[config.mk]
export PLATFORM = sky130hd
export DESIGN_NAME = ordered_list_store
export DESIGN_NICKNAME = d
export VERILOG_FILES = /design/src/sv/ols_pkg.sv /design/src/sv/ordered_list_store.sv /design/src/sv/ols_mem.sv
export SDC_FILE = /design/constraint.sdc
export NUM_CORES = 2
export LEC_CHECK = 0
export BUFFER_PORTS_ARGS = -buffer_cell sky130_fd_sc_hd__buf_2
export CAP_MARGIN = 20
export CORE_ASPECT_RATIO = 1.2
export CORE_MARGIN = 4
export CORE_UTILIZATION = 43
export CTS_CLUSTER_DIAMETER = 50
export DETAILED_ROUTE_END_ITERATION = 10
export GPL_ROUTABILITY_DRIVEN = 1
export GPL_TIMING_DRIVEN = 0
export PLACE_DENSITY_LB_ADDON = 0.08
export SKIP_CTS_REPAIR_TIMING = 1
export SLEW_MARGIN = 20
export SYNTH_ARGS = -nofsm -noshare
export SYNTH_HDL_FRONTEND = slang
export SYNTH_SLANG_ARGS = --single-unit
[constraint.sdc]
create_clock -name clk -period 8.1 [get_ports clk]
set_clock_uncertainty 0.1 [all_clocks]
set_input_delay 1.215 -clock clk [delete_from_list [all_inputs] [get_ports clk]]
set_output_delay 1.215 -clock clk [all_outputs]
set_load 0.01 [all_outputs]
[src/sv/ols_pkg.sv]
// Types and constants of the ordered list store.
package ols_pkg;

  localparam int VAL_W = 32;
  localparam int POS_W = 6;
  localparam int LEN_W = 7;
  localparam int IN_W  = 40;
  localparam int OUT_W = 16;

  typedef enum logic [1:0] {
    OP_INSERT = 2'd0,
    OP_DELETE = 2'd1,
    OP_SEARCH = 2'd2
  } ols_op_t;

  typedef enum logic [1:0] {
    ST_DONE   = 2'd0,
    ST_ABSENT = 2'd1,
    ST_FULL   = 2'd2,
    ST_EMPTY  = 2'd3
  } ols_status_t;

  typedef enum logic [1:0] {
    S_IDLE = 2'd0,
    S_SCAN = 2'd1,
    S_DONE = 2'd2
  } ols_state_t;

endpackage

[src/sv/ordered_list_store.sv]
// Ordered list store: top level with command sequencer and output register.
//
// Keeps up to CAPACITY signed 32-bit values in insertion order in one
// single-port-write, single-port-read memory. One command is taken at a time.
// An insert, an unused opcode, or a search or delete on an empty list needs
// no walk of the list. A search or delete walks the list from the head
// reading one entry per cycle; a delete closes the gap in the same walk
// by writing each later entry one place down as it is read. A search stops
// at the entry that it hits; a delete or a missed search walks on to the
// tail. A finished result waits in the output register while the next
// command is taken. No clearing pass is needed after reset.
module ordered_list_store #(
  parameter int CAPACITY = 64
) (
  input  logic                     clk,
  input  logic                     rst_n,
  input  logic                     in_tvalid,
  output logic                     in_tready,
  // opcode [1:0], value [33:2], zero [39:34]
  input  logic [ols_pkg::IN_W-1:0]  in_tdata,
  output logic                     out_tvalid,
  input  logic                     out_tready,
  // status [1:0], found [2], position [8:3], length [15:9]
  output logic [ols_pkg::OUT_W-1:0] out_tdata
);
  import ols_pkg::*;

  localparam int AW = $clog2(CAPACITY);
  localparam int CW = $clog2(CAPACITY + 1);
  localparam logic [CW-1:0] CAP_C = CW'(CAPACITY);

  ols_state_t        state_r, state_nxt;
  logic [CW-1:0]     count_r, count_nxt;
  logic [AW-1:0]     ridx_r, ridx_nxt;
  logic              hit_r, hit_nxt;
  logic [1:0]        op_r;
  logic [VAL_W-1:0]  val_r;
  ols_status_t       res_status_r, res_status_nxt;
  logic              res_found_r, res_found_nxt;
  logic [AW-1:0]     res_pos_r, res_pos_nxt;
  logic              out_tvalid_r;
  logic [OUT_W-1:0]  out_tdata_r;

  logic              we, re;
  logic [AW-1:0]     waddr, raddr;
  logic [VAL_W-1:0]  wdata, rdata;

  logic              accept, list_empty, list_full, is_last, match, scan_end, out_load;
  logic [1:0]        in_op;
  logic [VAL_W-1:0]  in_val;

  assign in_op      = in_tdata[1:0];
  assign in_val     = in_tdata[VAL_W+1:2];
  assign in_tready  = (state_r == S_IDLE);
  assign accept     = in_tvalid && in_tready;
  assign list_empty = (count_r == '0);
  assign list_full  = (count_r == CAP_C);
  assign is_last    = (CW'(ridx_r) == count_r - CW'(1));
  assign match      = (rdata == val_r);
  // A search stops at its first match; a delete runs to the tail to compact.
  assign scan_end   = (match && !hit_r && op_r == OP_SEARCH) || is_last;
  assign out_load   = (state_r == S_DONE) && (!out_tvalid_r || out_tready);

  ols_mem #(
    .DEPTH (CAPACITY),
    .AW    (AW)
  ) u_mem (
    .clk   (clk),
    .we    (we),
    .waddr (waddr),
    .wdata (wdata),
    .re    (re),
    .raddr (raddr),
    .rdata (rdata)
  );

  // Next state.
  always_comb begin
    state_nxt = state_r;
    case (state_r)
      S_IDLE: begin
        if (accept) begin
          if ((in_op == OP_DELETE || in_op == OP_SEARCH) && !list_empty) begin
            state_nxt = S_SCAN;
          end else begin
            state_nxt = S_DONE;
          end
        end
      end
      S_SCAN: begin
        if (scan_end) begin
          state_nxt = S_DONE;
        end
      end
      S_DONE: begin
        if (out_load) begin
          state_nxt = S_IDLE;
        end
      end
      default: state_nxt = S_IDLE;
    endcase
  end

  // Memory controls, count and result.
  always_comb begin
    count_nxt      = count_r;
    ridx_nxt       = ridx_r;
    hit_nxt        = hit_r;
    res_status_nxt = res_status_r;
    res_found_nxt  = res_found_r;
    res_pos_nxt    = res_pos_r;
    we             = 1'b0;
    waddr          = ridx_r - AW'(1);
    wdata          = rdata;
    re             = 1'b0;
    raddr          = ridx_r + AW'(1);
    case (state_r)
      S_IDLE: begin
        if (accept) begin
          res_found_nxt = 1'b0;
          res_pos_nxt   = '0;
          case (in_op)
            OP_INSERT: begin
              if (list_full) begin
                res_status_nxt = ST_FULL;
              end else begin
                we             = 1'b1;
                waddr          = count_r[AW-1:0];
                wdata          = in_val;
                count_nxt      = count_r + CW'(1);
                res_status_nxt = ST_DONE;
              end
            end
            OP_DELETE, OP_SEARCH: begin
              if (list_empty) begin
                res_status_nxt = ST_EMPTY;
              end else begin
                re             = 1'b1;
                raddr          = '0;
                ridx_nxt       = '0;
                hit_nxt        = 1'b0;
                res_status_nxt = ST_ABSENT;
              end
            end
            default: res_status_nxt = ST_DONE;
          endcase
        end
      end
      S_SCAN: begin
        // Once the match is behind us every entry read moves one place down.
        if (hit_r) begin
          we = 1'b1;
        end
        if (!hit_r && match) begin
          hit_nxt        = 1'b1;
          res_found_nxt  = 1'b1;
          res_pos_nxt    = ridx_r;
          res_status_nxt = ST_DONE;
        end
        if (is_last && (hit_r || (match && op_r == OP_DELETE))) begin
          count_nxt = count_r - CW'(1);
        end
        if (!scan_end) begin
          re       = 1'b1;
          ridx_nxt = ridx_r + AW'(1);
        end
      end
      default: ;
    endcase
  end

  always_ff @(posedge clk) begin
    if (!rst_n) begin
      state_r      <= S_IDLE;
      count_r      <= '0;
      out_tvalid_r <= 1'b0;
    end else begin
      state_r <= state_nxt;
      count_r <= count_nxt;
      if (out_load) begin
        out_tvalid_r <= 1'b1;
      end else if (out_tready) begin
        out_tvalid_r <= 1'b0;
      end
    end
  end

  always_ff @(posedge clk) begin
    ridx_r       <= ridx_nxt;
    hit_r        <= hit_nxt;
    res_status_r <= res_status_nxt;
    res_found_r  <= res_found_nxt;
    res_pos_r    <= res_pos_nxt;
    if (accept) begin
      op_r  <= in_op;
      val_r <= in_val;
    end
    if (out_load) begin
      out_tdata_r <= {LEN_W'(count_r), POS_W'(res_pos_r), res_found_r, res_status_r};
    end
  end

  assign out_tvalid = out_tvalid_r;
  assign out_tdata  = out_tdata_r;

endmodule

[src/sv/ols_mem.sv]
// Entry memory: one write port and one read port with registered read data.
module ols_mem #(
  parameter int DEPTH = 64,
  parameter int AW    = 6
) (
  input  logic                    clk,
  input  logic                    we,
  input  logic [AW-1:0]           waddr,
  input  logic [ols_pkg::VAL_W-1:0] wdata,
  input  logic                    re,
  input  logic [AW-1:0]           raddr,
  output logic [ols_pkg::VAL_W-1:0] rdata
);
  import ols_pkg::*;

  logic [VAL_W-1:0] mem [DEPTH];

  always_ff @(posedge clk) begin
    if (we) begin
      mem[waddr] <= wdata;
    end
    if (re) begin
      rdata <= mem[raddr];
    end
  end

endmodule

* Word-level counts from Yosys, hierarchy flattened
Memories as Yosys holds them, arrays and structs flattened. A register that Yosys moved wholly into a read port is not among the register bits. Index checks and enable logic that the tools add are counted. W data, S select, Z words.
Word-level totals: output and inout port bits 18, bits in writable memories 2048, memories kept 1, register bits 76
Memory list:
- u_mem.mem | depth 64, width 32, read ports 1, clocked after Yosys merged registers in 1, wr ports 1, line ols_mem.sv:16 | logic [VAL_W-1:0] mem [DEPTH];
Cells by class: equal/unequal tests 19, mux-type cells 57, add/sub/neg operators 4, reductions and logical operators 25
Operator list (count):
- $mux W32 | 4
- $mux W6 | 14
- $eq A32 B32 Y1 | 1
- $mux W7 | 4
- $pmux W6 S2 | 2
- $mux W1 | 17
- $mux W2 | 8
- $reduce_and A5 Y1 | 3
- $ne A2 B2 Y1 const B | 7
- $pmux W7 S2 | 1
- $pmux W1 S2 | 4
- $pmux W2 S2 | 2
- $add A7 B1 Y7 const B | 1
- $eq A6 B7 Y1 | 1
- $eq A7 B7 Y1 const B | 1
- $logic_and A1 B1 Y1 | 7
- $logic_not A7 Y1 | 1
- $sub A7 B1 Y7 const B | 1
- $add A6 B1 Y6 const B | 1
- $eq A2 B1 Y1 const B | 3
- $eq A2 B2 Y1 const B | 3
- $ne A2 B1 Y1 const B | 3
- $pmux W2 S3 | 1
- $reduce_and A3 Y1 | 2
- other kinds (6) | 13

* Depth between registers and ports, before layout
depth after elaboration 7, mapped depth 16

* By module
Synthesis repeated with hierarchy kept, for this count alone.
Second synthesis, totals: cells, all modules 3647, area total of the unflattened synthesis 82796.9 um^2
By module, submodules not included:
- ols_mem | cells an instance 3324, area each 78833.1 um^2, times used 1
- ordered_list_store | cells an instance 323, area each 3963.8 um^2, times used 1

* Worst setup path after synthesis
No wires, ideal clock.
path kind in2reg, start point in in_tvalid, end point mem u_mem.mem[26][0], enable pin, required time 7.579 ns, buffers on the path 2, setup slack 2.013 ns, stages on the path 7, data arrival time 5.566 ns, cells stage by stage nor3b_2 -> o311a_1 -> clkbuf_1 -> a21oi_1 -> or3_1 -> clkbuf_1 -> nor2_1
Between the ends: word-level cells in the longest chain between the ends 5, elaborated cells on any way between the ends 7, those cells by class 6 x mux; 1 x reduce/logical
RTL lines:
- start: declaration | line ordered_list_store.sv:17 | input logic in_tvalid,
- $logic_and A1 B1 Y1 (*) | line ordered_list_store.sv:55 | assign accept = in_tvalid && in_tready;
- $mux W1 | line ordered_list_store.sv:119 | if (accept) begin
- $pmux W1 S2 | line ordered_list_store.sv:117 | case (state_r)
- $mux W1 | line ols_mem.sv:19 | if (we) begin
- $mux W1 (implied by the code) | line ols_mem.sv:20 | mem[waddr] <= wdata;
- end: declaration | line ols_mem.sv:16
Every way passes the cells marked *; elsewhere a longest branch is shown, timed or not.

* Worst setup path in the final report
start point reg ridx_r[0], end point reg u_mem.rdata[6] (netlist name), read port of u_mem.mem, data pin
Between the ends: word-level cells in the longest chain between the ends 5, elaborated cells on any way between the ends 9, those cells by class 1 x add/sub; 1 x eq/ne; 6 x mux; 1 x reduce/logical
RTL lines:
- start: declaration | line ordered_list_store.sv:34 | logic [AW-1:0] ridx_r, ridx_nxt;
- start signal: assignment | line ordered_list_store.sv:189 | ridx_r <= ridx_nxt;
- $add A6 B1 Y6 | line ordered_list_store.sv:116 | raddr = ridx_r + AW'(1);
- $mux W6 | line ordered_list_store.sv:135 | if (list_empty) begin
- $mux W6 | line ordered_list_store.sv:122 | case (in_op)
- $mux W6 | line ordered_list_store.sv:119
- $mux W6 | line ordered_list_store.sv:117
- end: declaration | line ols_mem.sv:12 | output logic [ols_pkg::VAL_W-1:0] rdata
Several ways; a longest one is shown, not always the timed one. A chain may end at the register's enable or synchronous reset.

==> impl_metrics.csv <==
group,metric,value,unit
global_route,antenna_found_initial,76,
floorplan,die_area,0.206,mm^2
global_route,grt_max_degree,65,
critical_path,end_kind,"flip-flop",
detailed_routing,post_drt_wl_per_cell,48.0,um
placement,post-dp-hpwl,302000,um
cts,clock-sinks,2156,
sta,final-setup-viol-count,62,
power,p_leak,0.0330,uW
placement,placed_area,0.0942,mm^2
run,maxCapViolCount,0,
cts,clk-insertion-delay-late,0.92,ns
synthesis,synth_largest_area_cell,"edfxtp_1",
detailed_routing,vias,61300,
global_route,grt_first_pass_wirelength,539000,um
detailed_routing,drt_pass1_iterations,9,
synthesis,seq_area_frac_synth,75.6,%
critical_path,cp-start-kind,"flip-flop",
synthesis,async_reset_ff_share,0,%
synthesis,netlist.area_leader.share,75.4,%
sta,fin_crit,8.38,ns
status,outcome,"finished, violations left",
detailed_routing,drtAntennaViolNets,0,
synthesis,netlist-cell-type-count,82,
sta,finalHoldViolations,0,
synthesis,synth-seq-cells,2156,
layout,final_nets,5988,
detailed_routing,via_per_inst,6.97,
critical_path,cp_max_fo,15,
sta,fmax,0.119,GHz
layout,syn2layout_area_growth,19.0,%
cts,cts_tree,"done",
detailed_routing,routed_wl,422000,um
power,ir_worst_vdd,253,uV
critical_path,worstPathRequired,8.56,ns
cts,cts_root_buffer,"clkbuf_16",
cts,h-tree-depth,4,
placement,port_buffers,55,
critical_path,path_class,"reg -> reg",
synthesis,syn_inst,5447,
synthesis,postSynthAreaPerCell,15.7,um^2
sta,maxSlewViolCount,0,
layout,final_cell_mix,"edfxtp_1 (2,146), nand2_1 (428), mux2i_1 (307)",
layout,design_area,0.102,mm^2
cts,clock_path_buffers,3,
global_route,track_usage,40.0,%
floorplan,core_area,0.198,mm^2
sta,finalCritPeriodShare,103,%
global_route,overflow,0,
sta,whs,0.319,ns
status,violations,"setup timing",
floorplan,top_level_ports,62,
power,p_per_area,252,mW/mm^2
synthesis,synth_flop_cell,"edfxtp_1",
floorplan,initial_core_util,43.2,%
synthesis,synth_warnings,0,
synthesis,synth_nets,5497,
placement,place.gp.congestion,1.04,
detailed_routing,drc_errors,0,
floorplan,rows,179,
floorplan,die_x,415,um
min_path,hp-class,"reg -> reg",
cts,clkTransAtPathRegs,0.06,ns
sta,slew_headroom,2.89,%
synthesis,synth_edf_count,2146,
sta,finalWorstSetupSlack,-0.282,ns
global_route,grt_pass1_vias,55200,
sta,rsz0062_at_grt,"no",
floorplan,dieHeight,496,um
detailed_routing,drtIter0Drc,11800,
layout,final_layout_size_suffix_gt1_share,17.8,%
critical_path,arrival,8.84,ns
layout,final_common_cell,"edfxtp_1",
cts,numCtsBuffers,221,
synthesis,synth.area.top_cells,"edfxtp_1 (75%), mux2i_1 (3.6%), nand2_1 (2.0%)",
synthesis,synth.cell_area,0.0855,mm^2
layout,fillCellCount,16600,
sta,tightestPinTransition,1.46,ns
[synth_stat cells (49+ instances only)]
cell and number:
nor2_1 283, a21oi_1 281, clkbuf_1 252, mux2i_1 307, nand2_1 465, a31oi_1 122, o221ai_1 129, o22ai_1 59
a221oi_1 103, nand3_1 102, nor3_1 56, edfxtp_1 2146, buf_1 57, o21ai_0 281, o211ai_1 49, mux2_2 67
buf_2 88
[cell families after synthesis]
kind of cell | Yosys count | synth area share (%)
buffers and inverters | 421 | 2.06
adders and majority gates | 6 | 0.0878
AOI/OAI and AO/OA | 1355 | 10.8
DFF | 2156 | 75.6
xor gates and xnor gates | 52 | 0.533
muxes | 419 | 5.66
and+or+nand+nor | 1038 | 5.26
[path summary, 6_finish.rpt]
| path | to | cells after the start | startpoint | slack, ns |
|---|---|---|---|---|
| worst max register to register | u_mem.rdata[6]$_DFFE_PP_ | 14 | ridx_r[0]$_SDFFCE_PN0P_ | -0.28 |
| worst max-delay path | u_mem.rdata[6]$_DFFE_PP_ | 14 | ridx_r[0]$_SDFFCE_PN0P_ | -0.28 |
| worst min register to register | out_tdata[0]$_DFFE_PP_ | 0 | res_status_r[0]$_SDFFCE_PP0P_ | 0.32 |
| worst min-delay path | out_tdata[0]$_DFFE_PP_ | 0 | res_status_r[0]$_SDFFCE_PP0P_ | 0.32 |
[metrics by stage]
step	setup TNS (ns)	power, uW	utilization [%]	worst slack, ns	std cells
after floorplan	0	13800	-	2.01	5447
after CTS	-611.06	25400	51.1	-0.896	8725
after detailed placement	-570.43	15500	47.6	-0.846	8316
final	-2.78	25700	51.4	-0.282	8798
after global placement	-9036.87	15300	45.0	-5.11	8126
after global routing	0	26000	51.3	0.124	8760
[flip-flops by register name, indices dropped and copies added (netlist names)]
| register | cells |
|---|---|
| u_mem.mem | 2048 |
| state_r | 2 |
| out_tdata | 16 |
| ridx_r | 6 |
| count_r | 7 |
| val_r | 32 |
| out_tvalid | 1 |
| hit_r | 1 |
| op_r | 2 |
| res_found_r | 1 |
| u_mem.rdata | 32 |
| res_pos_r | 6 |
| res_status_r | 2 |
[layout make-up]
cell class,count,area [um^2],area share (%)
Sequential cell,2156,64600,63.5
Multi-Input combinational cell,2870,20000,19.7
Clock buffer,267,5770,5.67
Timing Repair Buffer,269,4730,4.65
Tap cell,2624,3280,3.23
Buffer,409,1900,1.86
Clock inverter,142,1230,1.21
Antenna cell,50,125,0.123
Inverter,11,41.3,0.0406
[metal layers]
metal  share of wire [%]  GRT usage (%)  up-vias
li1                    -              -    22800
met1                  34           48.5    31400
met2                  42           57.6     5575
met3                  14           15.6     1498
met4                 9.6           30.9       34
met5               0.079          0.298        -
[worst max-delay path: stages (launching register included)]
cell	delay, ns
edfxtp_1	0.40
buf_2	0.20
clkinv_1	0.20
clkbuf_2	0.51
clkbuf_4	0.57
clkbuf_4	0.55
ha_1	0.49
nand2_1	0.29
buf_2	0.73
buf_2	0.59
clkbuf_1	0.57
clkbuf_1	0.95
o221ai_1	0.52
a31oi_1	0.85
o32ai_2	0.42
[where the power goes]
| part | internal (uW) | total [uW] | switching (uW) | leakage (uW) |
|---|---|---|---|---|
| Clock | 5580 | 10200 | 4580 | 0.00340 |
| Sequential | 12400 | 12500 | 25.5 | 0.0194 |
| Combinational | 629 | 3030 | 2400 | 0.0101 |
| Total | 18600 | 25700 | 7010 | 0.0330 |
No activity file was read; power rests on OpenSTA's default activity.
